`config.mk`:
```
export PLATFORM = sky130hd
export DESIGN_NAME = cubic_bezier_subdivider_core
export DESIGN_NICKNAME = d
export VERILOG_FILES = /design/src/hdl/cbs_pkg.sv /design/src/hdl/cbs_ctrl.sv /design/src/hdl/cbs_datapath.sv /design/src/hdl/cubic_bezier_subdivider_core.sv
export SDC_FILE = /design/constraint.sdc
export NUM_CORES = 1
export LEC_CHECK = 0
export ABC_AREA = 1
export BUFFER_PORTS_ARGS = -buffer_cell sky130_fd_sc_hd__buf_2
export CAP_MARGIN = 0
export CORE_UTILIZATION = 52
export DETAILED_ROUTE_END_ITERATION = 10
export PLACE_DENSITY = 0.7
export SETUP_SLACK_MARGIN = 0.05
export SLEW_MARGIN = 20
export SYNTH_ARGS = -nofsm -noshare
export SYNTH_HDL_FRONTEND = slang
export SYNTH_SLANG_ARGS = --single-unit
```
`constraint.sdc`:
```
create_clock -name clk -period 9.71 [get_ports clk]
set_input_delay 0.971 -clock clk [delete_from_list [all_inputs] [get_ports clk]]
set_output_delay 0.971 -clock clk [all_outputs]
set_load 0.01 [all_outputs]
```
`src/hdl/cbs_pkg.sv`:
```
// Shared types and constants of the cubic Bezier subdivider.
// Used by cbs_ctrl, cbs_datapath and cubic_bezier_subdivider_core; no dependencies.
`default_nettype none

package cbs_pkg;

  localparam int DEF_MAX_DEPTH  = 4;
  localparam int DEF_COORD_BITS = 16;

  // depth register: 3-bit code, reset value 3
  localparam int          DEPTH_W     = 3;
  localparam logic [2:0]  DEPTH_RESET = 3'd3;

  // each leaf segment sends its first three control points
  localparam logic [1:0]  EMIT_FIRST = 2'd0;
  localparam logic [1:0]  EMIT_LAST  = 2'd2;

  typedef enum logic [2:0] {
    ST_IDLE,
    ST_SPLIT1,
    ST_SPLIT2,
    ST_SPLIT3,
    ST_EMIT
  } state_t;

  typedef struct packed {
    logic       cfg_wr;
    logic       load_in;
    logic       split1;
    logic       split2;
    logic       split3;
    logic       pop;
    logic       emit_load;
    logic       emit_last;
    logic [1:0] emit_sel;
  } cmd_t;

  typedef struct packed {
    logic depth_zero;
    logic lvl_one;
    logic stack_empty;
    logic top_leaf;
  } sts_t;

endpackage

`default_nettype wire

```
`src/hdl/cbs_ctrl.sv`:
```
// Controller of the cubic Bezier subdivider: sequencing state machine and output valid.
// Depends on cbs_pkg; drives cbs_datapath through cbs_pkg::cmd_t.
`default_nettype none

module cbs_ctrl (
  input  wire logic         clk,
  input  wire logic         rst_n,
  input  wire logic         in_valid,
  output logic              in_stall,
  output logic              out_valid,
  input  wire logic         out_stall,
  input  wire logic         cfg_valid,
  output logic              cfg_ready,
  input  wire cbs_pkg::sts_t sts,
  output cbs_pkg::cmd_t     cmd
);

  cbs_pkg::state_t state_r, state_nxt;
  logic [1:0]      idx_r, idx_nxt;
  logic            out_valid_r, out_valid_nxt;
  logic            out_free;

  always_ff @(posedge clk) begin
    if (!rst_n) begin
      state_r     <= cbs_pkg::ST_IDLE;
      idx_r       <= cbs_pkg::EMIT_FIRST;
      out_valid_r <= 1'b0;
    end else begin
      state_r     <= state_nxt;
      idx_r       <= idx_nxt;
      out_valid_r <= out_valid_nxt;
    end
  end

  assign out_free  = !out_valid_r || !out_stall;
  assign out_valid = out_valid_r;
  assign cfg_ready = 1'b1;
  assign in_stall  = (state_r != cbs_pkg::ST_IDLE);

  always_comb begin
    state_nxt     = state_r;
    idx_nxt       = idx_r;
    cmd           = '0;
    cmd.cfg_wr    = cfg_valid;
    cmd.emit_sel  = idx_r;
    case (state_r)
      cbs_pkg::ST_IDLE: begin
        if (in_valid) begin
          cmd.load_in = 1'b1;
          idx_nxt     = cbs_pkg::EMIT_FIRST;
          state_nxt   = sts.depth_zero ? cbs_pkg::ST_EMIT : cbs_pkg::ST_SPLIT1;
        end
      end
      cbs_pkg::ST_SPLIT1: begin
        cmd.split1 = 1'b1;
        state_nxt  = cbs_pkg::ST_SPLIT2;
      end
      cbs_pkg::ST_SPLIT2: begin
        cmd.split2 = 1'b1;
        state_nxt  = cbs_pkg::ST_SPLIT3;
      end
      cbs_pkg::ST_SPLIT3: begin
        cmd.split3 = 1'b1;
        state_nxt  = sts.lvl_one ? cbs_pkg::ST_EMIT : cbs_pkg::ST_SPLIT1;
      end
      cbs_pkg::ST_EMIT: begin
        if (out_free) begin
          cmd.emit_load = 1'b1;
          if (idx_r == cbs_pkg::EMIT_LAST) begin
            idx_nxt = cbs_pkg::EMIT_FIRST;
            if (sts.stack_empty) begin
              cmd.emit_last = 1'b1;
              state_nxt     = cbs_pkg::ST_IDLE;
            end else begin
              // resume with the deferred right half
              cmd.pop   = 1'b1;
              state_nxt = sts.top_leaf ? cbs_pkg::ST_EMIT : cbs_pkg::ST_SPLIT1;
            end
          end else begin
            idx_nxt = idx_r + 2'd1;
          end
        end
      end
      default: begin
        state_nxt = cbs_pkg::ST_IDLE;
      end
    endcase
  end

  always_comb begin
    if (cmd.emit_load) begin
      out_valid_nxt = 1'b1;
    end else begin
      out_valid_nxt = out_valid_r && out_stall;
    end
  end

endmodule

`default_nettype wire

```
`src/hdl/cbs_datapath.sv`:
```
// Datapath of the cubic Bezier subdivider: current segment, halving unit, right-half stack,
// depth register and output word register. Depends on cbs_pkg; commanded by cbs_ctrl.
`default_nettype none

module cbs_datapath #(
  parameter int MAX_DEPTH  = cbs_pkg::DEF_MAX_DEPTH,
  parameter int COORD_BITS = cbs_pkg::DEF_COORD_BITS
) (
  input  wire logic                         clk,
  input  wire logic                         rst_n,
  input  wire cbs_pkg::cmd_t                cmd,
  output cbs_pkg::sts_t                     sts,
  input  wire logic [cbs_pkg::DEPTH_W-1:0]  cfg_subdivision_depth,
  input  wire logic signed [COORD_BITS-1:0] in_start_x,
  input  wire logic signed [COORD_BITS-1:0] in_start_y,
  input  wire logic signed [COORD_BITS-1:0] in_ctrl_a_x,
  input  wire logic signed [COORD_BITS-1:0] in_ctrl_a_y,
  input  wire logic signed [COORD_BITS-1:0] in_ctrl_b_x,
  input  wire logic signed [COORD_BITS-1:0] in_ctrl_b_y,
  input  wire logic signed [COORD_BITS-1:0] in_end_x,
  input  wire logic signed [COORD_BITS-1:0] in_end_y,
  output logic signed [COORD_BITS-1:0]      out_point_x,
  output logic signed [COORD_BITS-1:0]      out_point_y,
  output logic                              out_last_point
);

  localparam int CB  = COORD_BITS;
  localparam int LW  = $clog2(MAX_DEPTH + 1);
  localparam int SIW = (MAX_DEPTH > 1) ? $clog2(MAX_DEPTH) : 1;

  typedef logic signed [CB-1:0] crd_t;

  // (a + b) / 2 rounded toward zero
  function automatic crd_t half(input crd_t a, input crd_t b);
    logic signed [CB:0] s;
    s = {a[CB-1], a} + {b[CB-1], b};
    s = s + {{CB{1'b0}}, s[CB]};
    return s[CB:1];
  endfunction

  logic [cbs_pkg::DEPTH_W-1:0] cfg_depth_r;
  logic [LW-1:0]               depth_eff;
  logic [LW-1:0]               lvl_r;
  logic [LW-1:0]               sp_r;
  logic [LW-1:0]               sp_dec;

  // points are [point][coord], coord 0 is x and 1 is y
  crd_t cur_r  [0:3][0:1];
  crd_t m01_r  [0:1];
  crd_t m12_r  [0:1];
  crd_t m23_r  [0:1];
  crd_t m012_r [0:1];
  crd_t m123_r [0:1];
  crd_t mid    [0:1];
  crd_t stk_r  [0:MAX_DEPTH-1][0:3][0:1];
  logic [LW-1:0] stk_lvl_r [0:MAX_DEPTH-1];

  assign depth_eff = (cfg_depth_r > cbs_pkg::DEPTH_W'(MAX_DEPTH)) ? LW'(MAX_DEPTH)
                                                                  : LW'(cfg_depth_r);
  assign sp_dec    = sp_r - {{(LW-1){1'b0}}, 1'b1};

  always_comb begin
    for (int c = 0; c < 2; c++) begin
      mid[c] = half(m012_r[c], m123_r[c]);
    end
  end

  assign sts.depth_zero  = (depth_eff == '0);
  assign sts.lvl_one     = (lvl_r == {{(LW-1){1'b0}}, 1'b1});
  assign sts.stack_empty = (sp_r == '0);
  assign sts.top_leaf    = (stk_lvl_r[sp_dec[SIW-1:0]] == '0);

  always_ff @(posedge clk) begin
    if (!rst_n) begin
      cfg_depth_r <= cbs_pkg::DEPTH_RESET;
      sp_r        <= '0;
    end else begin
      if (cmd.cfg_wr) begin
        cfg_depth_r <= cfg_subdivision_depth;
      end
      if (cmd.load_in) begin
        sp_r <= '0;
      end else if (cmd.split3) begin
        sp_r <= sp_r + {{(LW-1){1'b0}}, 1'b1};
      end else if (cmd.pop) begin
        sp_r <= sp_dec;
      end
    end
  end

  always_ff @(posedge clk) begin
    if (cmd.load_in) begin
      cur_r[0][0] <= in_start_x;
      cur_r[0][1] <= in_start_y;
      cur_r[1][0] <= in_ctrl_a_x;
      cur_r[1][1] <= in_ctrl_a_y;
      cur_r[2][0] <= in_ctrl_b_x;
      cur_r[2][1] <= in_ctrl_b_y;
      cur_r[3][0] <= in_end_x;
      cur_r[3][1] <= in_end_y;
      lvl_r       <= depth_eff;
    end
    if (cmd.split1) begin
      for (int c = 0; c < 2; c++) begin
        m01_r[c] <= half(cur_r[0][c], cur_r[1][c]);
        m12_r[c] <= half(cur_r[1][c], cur_r[2][c]);
        m23_r[c] <= half(cur_r[2][c], cur_r[3][c]);
      end
    end
    if (cmd.split2) begin
      for (int c = 0; c < 2; c++) begin
        m012_r[c] <= half(m01_r[c], m12_r[c]);
        m123_r[c] <= half(m12_r[c], m23_r[c]);
      end
    end
    if (cmd.split3) begin
      // defer the right half, continue with the left half
      for (int c = 0; c < 2; c++) begin
        stk_r[sp_r[SIW-1:0]][0][c] <= mid[c];
        stk_r[sp_r[SIW-1:0]][1][c] <= m123_r[c];
        stk_r[sp_r[SIW-1:0]][2][c] <= m23_r[c];
        stk_r[sp_r[SIW-1:0]][3][c] <= cur_r[3][c];
        cur_r[1][c] <= m01_r[c];
        cur_r[2][c] <= m012_r[c];
        cur_r[3][c] <= mid[c];
      end
      stk_lvl_r[sp_r[SIW-1:0]] <= lvl_r - {{(LW-1){1'b0}}, 1'b1};
      lvl_r                    <= lvl_r - {{(LW-1){1'b0}}, 1'b1};
    end
    if (cmd.pop) begin
      for (int k = 0; k < 4; k++) begin
        for (int c = 0; c < 2; c++) begin
          cur_r[k][c] <= stk_r[sp_dec[SIW-1:0]][k][c];
        end
      end
      lvl_r <= stk_lvl_r[sp_dec[SIW-1:0]];
    end
    if (cmd.emit_load) begin
      out_point_x    <= cur_r[cmd.emit_sel][0];
      out_point_y    <= cur_r[cmd.emit_sel][1];
      out_last_point <= cmd.emit_last;
    end
  end

endmodule

`default_nettype wire

```
`src/hdl/cubic_bezier_subdivider_core.sv`:
```
// Top level of the cubic Bezier subdivider: joins cbs_ctrl and cbs_datapath.
// Depends on cbs_pkg, cbs_ctrl and cbs_datapath.
//
// Usage:
//   Input channel (in_valid / in_stall): one word holds the four control points of a
//   cubic segment. The word is taken when in_valid is high and in_stall is low.
//   Output channel (out_valid / out_stall): the segment is halved depth first, left half
//   before right half, and every leaf sends its first three control points, one per
//   word; out_last_point marks the final word of the segment (3 * 2^d words, d = depth).
//   Config channel (cfg_valid / cfg_ready): cfg_ready is always high; write the depth
//   only while the block is idle. Codes above MAX_DEPTH act as MAX_DEPTH.
//   Sequence: one accept, then the halving steps of each level on the shared halving
//   unit, then the output words of each leaf in turn. The first word is ready once the
//   halving has reached the first leaf.
//   The final word sits in the output register while the next segment is accepted.
//   Stall: a stalled output word holds and the sequencer waits in front of it.
//   Reset (rst_n low, synchronous): drop all work in flight, clear out_valid, depth = 3.
`default_nettype none

module cubic_bezier_subdivider_core #(
  parameter int MAX_DEPTH  = cbs_pkg::DEF_MAX_DEPTH,
  parameter int COORD_BITS = cbs_pkg::DEF_COORD_BITS
) (
  input  wire logic                         clk,
  input  wire logic                         rst_n,
  // input channel
  input  wire logic                         in_valid,
  output logic                              in_stall,
  input  wire logic signed [COORD_BITS-1:0] in_start_x,
  input  wire logic signed [COORD_BITS-1:0] in_start_y,
  input  wire logic signed [COORD_BITS-1:0] in_ctrl_a_x,
  input  wire logic signed [COORD_BITS-1:0] in_ctrl_a_y,
  input  wire logic signed [COORD_BITS-1:0] in_ctrl_b_x,
  input  wire logic signed [COORD_BITS-1:0] in_ctrl_b_y,
  input  wire logic signed [COORD_BITS-1:0] in_end_x,
  input  wire logic signed [COORD_BITS-1:0] in_end_y,
  // result channel
  output logic                              out_valid,
  input  wire logic                         out_stall,
  output logic signed [COORD_BITS-1:0]      out_point_x,
  output logic signed [COORD_BITS-1:0]      out_point_y,
  output logic                              out_last_point,
  // configuration write channel
  input  wire logic                         cfg_valid,
  output logic                              cfg_ready,
  input  wire logic [cbs_pkg::DEPTH_W-1:0]  cfg_subdivision_depth
);

  // command and status between the sequencer and the datapath
  cbs_pkg::cmd_t cmd;
  cbs_pkg::sts_t sts;

  // Sequencer: accept, three halving steps per level, three output words per leaf,
  // pop of the deferred right half after every leaf but the last.
  cbs_ctrl u_ctrl (
    .clk       (clk),
    .rst_n     (rst_n),
    .in_valid  (in_valid),
    .in_stall  (in_stall),
    .out_valid (out_valid),
    .out_stall (out_stall),
    .cfg_valid (cfg_valid),
    .cfg_ready (cfg_ready),
    .sts       (sts),
    .cmd       (cmd)
  );

  // Datapath: current segment, halving unit, stack of right halves (one entry per level),
  // depth register and output word register.
  cbs_datapath #(
    .MAX_DEPTH  (MAX_DEPTH),
    .COORD_BITS (COORD_BITS)
  ) u_dp (
    .clk                   (clk),
    .rst_n                 (rst_n),
    .cmd                   (cmd),
    .sts                   (sts),
    .cfg_subdivision_depth (cfg_subdivision_depth),
    .in_start_x            (in_start_x),
    .in_start_y            (in_start_y),
    .in_ctrl_a_x           (in_ctrl_a_x),
    .in_ctrl_a_y           (in_ctrl_a_y),
    .in_ctrl_b_x           (in_ctrl_b_x),
    .in_ctrl_b_y           (in_ctrl_b_y),
    .in_end_x              (in_end_x),
    .in_end_y              (in_end_y),
    .out_point_x           (out_point_x),
    .out_point_y           (out_point_y),
    .out_last_point        (out_last_point)
  );

`ifndef SYNTH
  // an accepted segment keeps the input side closed on the next cycle
  a_busy_after_accept: assert property (@(posedge clk) disable iff (!rst_n)
    (in_valid && !in_stall) |=> in_stall)
    else $error("input accepted twice in a row");

  // at most one datapath operation on the current segment per cycle
  a_one_op: assert property (@(posedge clk) disable iff (!rst_n)
    $onehot0({cmd.load_in, cmd.split1, cmd.split2, cmd.split3, cmd.pop}))
    else $error("conflicting datapath commands");

  // never pop an empty stack
  a_pop_nonempty: assert property (@(posedge clk) disable iff (!rst_n)
    cmd.pop |-> !sts.stack_empty)
    else $error("pop from empty stack");

  // the last word of a segment is loaded only once the stack is drained
  a_last_drained: assert property (@(posedge clk) disable iff (!rst_n)
    (cmd.emit_load && cmd.emit_last) |-> (sts.stack_empty && !cmd.pop))
    else $error("last word flagged with work pending");
`endif

endmodule

`default_nettype wire
```
==> key figures <==
Final layout
  – Most frequent cells in the layout: 1229 x nand2_1, 848 x edfxtp_1, 593 x nor2_1
  – Final Net Count: 5773
  – Fin util: 0.5815
  – Most common cell after layout, fill and taps aside: nand2_1
  – Fillcell total: 8014
  – Final Non-Filler Cells: 6734
  – Multi-input gate area: 0.02017 mm2
  – Area growth from synthesis to layout: 10.44%
  – Layout cells sized above 1: 0.08765
  – Reg area: 0.02571 mm2

Timing
  – RSZ-0062 raised after global routing: no
  – Worst setup margin: 5068 ps
  – Setup TNS: 0 ps
  – Hold WS: 515.6 ps
  – Setup violators final: 0
  – Fmax: 215.4 MHz
  – Slew margin rel.: 0.2772
  – Final Skew: 26.78 ps
  – Pins Over Slew Limit: 0
  – Period utilization: 0.4781
  – Slew @ Worst Pin: 1084 ps
  – Min Clock Period, post-route: 4642 ps
  – Final Hold Viols: 0

Setup path
  – Critical path class: reg2reg
  – Crit path max fanout: 101
  – Req. time, crit path: 10100 ps
  – Critical Path Sink Type: flop
  – Critical Path Source Type: flop
  – CP arrival: 5030 ps

Clock network
  – CTS H-tree lvls: 3
  – Clk slew on worst S/H paths: 70 ps
  – Clock tree buffer depth: 3
  – Post_cts resized: 0
  – CTS tree: done
  – Setup bufs post-CTS: 0
  – Num CTS Buffers: 91
  – Clock sink count: 860
  – Root Driver: clkbuf_16
  – Hold_buf cts: 0
  – Latest clock arrival within the worst-skew pair: 670 ps

Yosys
  – Synthesized area per cell: 9.191 um2
  – Post-synth EDFFs: 848
  – Syn Inst Count: 5267
  – Post-Synth XOR/XNOR Area: 0.03717
  – Post-synthesis mux area share: 0
  – Simple logic cell fraction of the synthesized area: 0.2137
  – Register area share after synthesis: 0.5310
  – Unique masters post-synth: 62
  – Synth Area in Compound Gates: 0.1045
  – Post-synthesis adder-cell area fraction: 0.05950
  – Synthesized area: 0.04841 mm2
  – Mapped Nets: 5626
  – Async set-or-reset flop fraction in the synthesized netlist: 0
  – Post-synth top flop: edfxtp_1
  – YS warnings: 0
  – Largest family of logic cells by synthesized area: simple AND/OR/NAND/NOR gates
  – Flops & latches, synth: 860

Place
  – IO buf count: 170
  – Detailed Place HPWL: 113.8 mm
  – Setup WS pre-CTS: 5077 ps
  – Gpl congestion: 0.9684
  – Inst Count DP: 6564

Hold path
  – Hold WC Path Type: reg2reg

Power
  – Switching share of power: 0.4394
  – Clock power frac: 0.213
  – Power Density: 298.3 mW/mm2
  – Sequential Power Share: 0.360
  – Peak supply drop: 0.0001702 V
  – Gate power share: 0.427
  – Int Power: 8.942 mW
  – Switching power: 7.009 mW
  – Leakage power: 22.09 nW

Global routing
  – GRT overflow: 0
  – Tot GR Track Use: 0.3267
  – Initial antenna violation count: 4
  – Largest net degree at the start of global routing: 134
  – Number of global-route vias before repair: 35.64k
  – First-pass GRT wire length: 226.5 mm

Detailed routing
  – Avg WL per Cell: 23.26 um
  – Routed WL: 156.7 mm
  – Avg Vias per Cell: 5.881
  – DRT antenna net count: 0
  – Initial DRC Count: 4965
  – Router iterations before antenna repair: 6
  – Drt drc: 0
  – Vias: 39.60k

Floorplan
  – Chip Width: 307.1 um
  – CORE AREA: 0.09194 mm2
  – Die area: 0.09432 mm2
  – I/O Pins: 172
  – Die Ht: 307.1 um
  – FP Rows: 111
  – Initial core utilization: 0.5265

Job
  – Max-cap violations: 0

Outcome
  – Run status: completed
## cell usage after synthesis (all sizes together), types with 2 or more instances
| cell | number | share of area |
|---|---|---|
| nor2 | 630 | 0.051 |
| dfxtp | 12 | 0.0050 |
| o22ai | 101 | 0.013 |
| o31ai | 14 | 0.0022 |
| a41oi | 3 | 0.00054 |
| a21oi | 232 | 0.024 |
| fa | 12 | 0.0050 |
| a21o | 9 | 0.0014 |
| nand3 | 381 | 0.040 |
| edfxtp | 848 | 0.53 |
| o221ai | 2 | 0.00036 |
| o2111ai | 2 | 0.00036 |
| nand4 | 77 | 0.010 |
| clkbuf | 124 | 0.0096 |
| or2 | 10 | 0.0013 |
| o211ai | 8 | 0.0013 |
| xnor2 | 53 | 0.010 |
| o21a | 15 | 0.0023 |
| a22oi | 30 | 0.0047 |
| a311oi | 4 | 0.00072 |
| inv | 539 | 0.042 |
| o21ai | 340 | 0.035 |
| ha | 211 | 0.055 |
| a211oi | 7 | 0.0011 |
| a32o | 38 | 0.0079 |
| nor3 | 51 | 0.0070 |
| a31oi | 53 | 0.0068 |
| a21boi | 4 | 0.00070 |
| nand2 | 1252 | 0.098 |
| o21bai | 5 | 0.0011 |
| xor2 | 131 | 0.027 |
| nand3b | 22 | 0.0034 |
| and2 | 15 | 0.0020 |
| buf | 26 | 0.0026 |
## metrics by stage
step | power (mW) | cell area [um2]
2_1_floorplan | 10.12 | 48410
3_3_place_gp | 12.35 | 50580
3_5_place_dp | 12.37 | 50600
4_1_cts | 15.79 | 53460
5_1_grt | 16.81 | 53460
6_report | 15.95 | 53470
## power by group through the flow
stage / Sequential [mW] / Clock, mW / Combinational, mW
floorplan: 5.33 / 0 / 4.79
global placement: 5.75 / 0 / 6.60
detailed placement: 5.75 / 0 / 6.63
CTS: 5.68 / 3.41 / 6.69
global route: 5.72 / 3.55 / 7.54
finish: 5.74 / 3.40 / 6.81
## cell type report
type / count / area share
clock buffers: 110 / 0.04392
repair buffers: 204 / 0.02116
diodes: 3 / 0.0001404
multi-input cells: 3718 / 0.3772
inverters: 539 / 0.03807
clock inverters: 57 / 0.009571
well taps: 1243 / 0.02909
flip-flops and latches: 860 / 0.4808
## worst max-delay path, cell delays in order, from the launching register on
cell,delay [ps]
dfxtp_4,820
inv_6,460
ha_4,340
ha_1,270
nor3_4,750
clkinv_2,790
buf_4,590
nor2_1,240
a31oi_1,50
## cells by family after synthesis
kind of cell | count (synthesis)
and+or+nand+nor | 2441
other | 1
AOI/OAI and AO/OA | 869
DFF | 860
adders and majority gates | 223
xor gates and xnor gates | 184
buffers and inverters | 689
## metal layers
| metal | vias up | part of all wire | wire, um | global-route usage |
|---|---|---|---|---|
| met5 | - | 0.00020 | 31 | 0 |
| met4 | 4 | 0.028 | 4416 | 0.09973 |
| met3 | 222 | 0.12 | 18110 | 0.06216 |
| met2 | 2088 | 0.42 | 66500 | 0.4759 |
| met1 | 18820 | 0.43 | 67600 | 0.4921 |
| li1 | 18470 | - | - | - |
## final timing paths
check                                      to  depth (start not counted)  slack [ps]                        startpoint
min          u_dp.cfg_depth_r[0]$_SDFFE_PN1P_                          2         520  u_dp.cfg_depth_r[0]$_SDFFE_PN1P_
max reg2reg        u_dp.cur_r[2][5]$_DFFE_PP_                          8        5070         u_dp.sp_r[0]$_SDFFE_PP0P_
max                u_dp.cur_r[2][5]$_DFFE_PP_                          8        5070         u_dp.sp_r[0]$_SDFFE_PP0P_
min reg2reg  u_dp.cfg_depth_r[0]$_SDFFE_PN1P_                          2         520  u_dp.cfg_depth_r[0]$_SDFFE_PN1P_
## registers in the layout (all words and copies together), names as in the netlist
name                 cells
u_ctrl.idx_r             2
u_ctrl.out_valid         1
u_ctrl.state_r           3
u_dp.cfg_depth_r         3
u_dp.cur_r             128
u_dp.lvl_r               3
u_dp.m012_r             32
u_dp.m01_r              32
u_dp.m123_r             32
u_dp.m12_r              32
u_dp.m23_r              32
u_dp.out_last_point      1
u_dp.out_point_x        16
u_dp.out_point_y        16
u_dp.sp_r                3
u_dp.stk_lvl_r          12
u_dp.stk_r             512
Power figures use the tool's default switching activity.
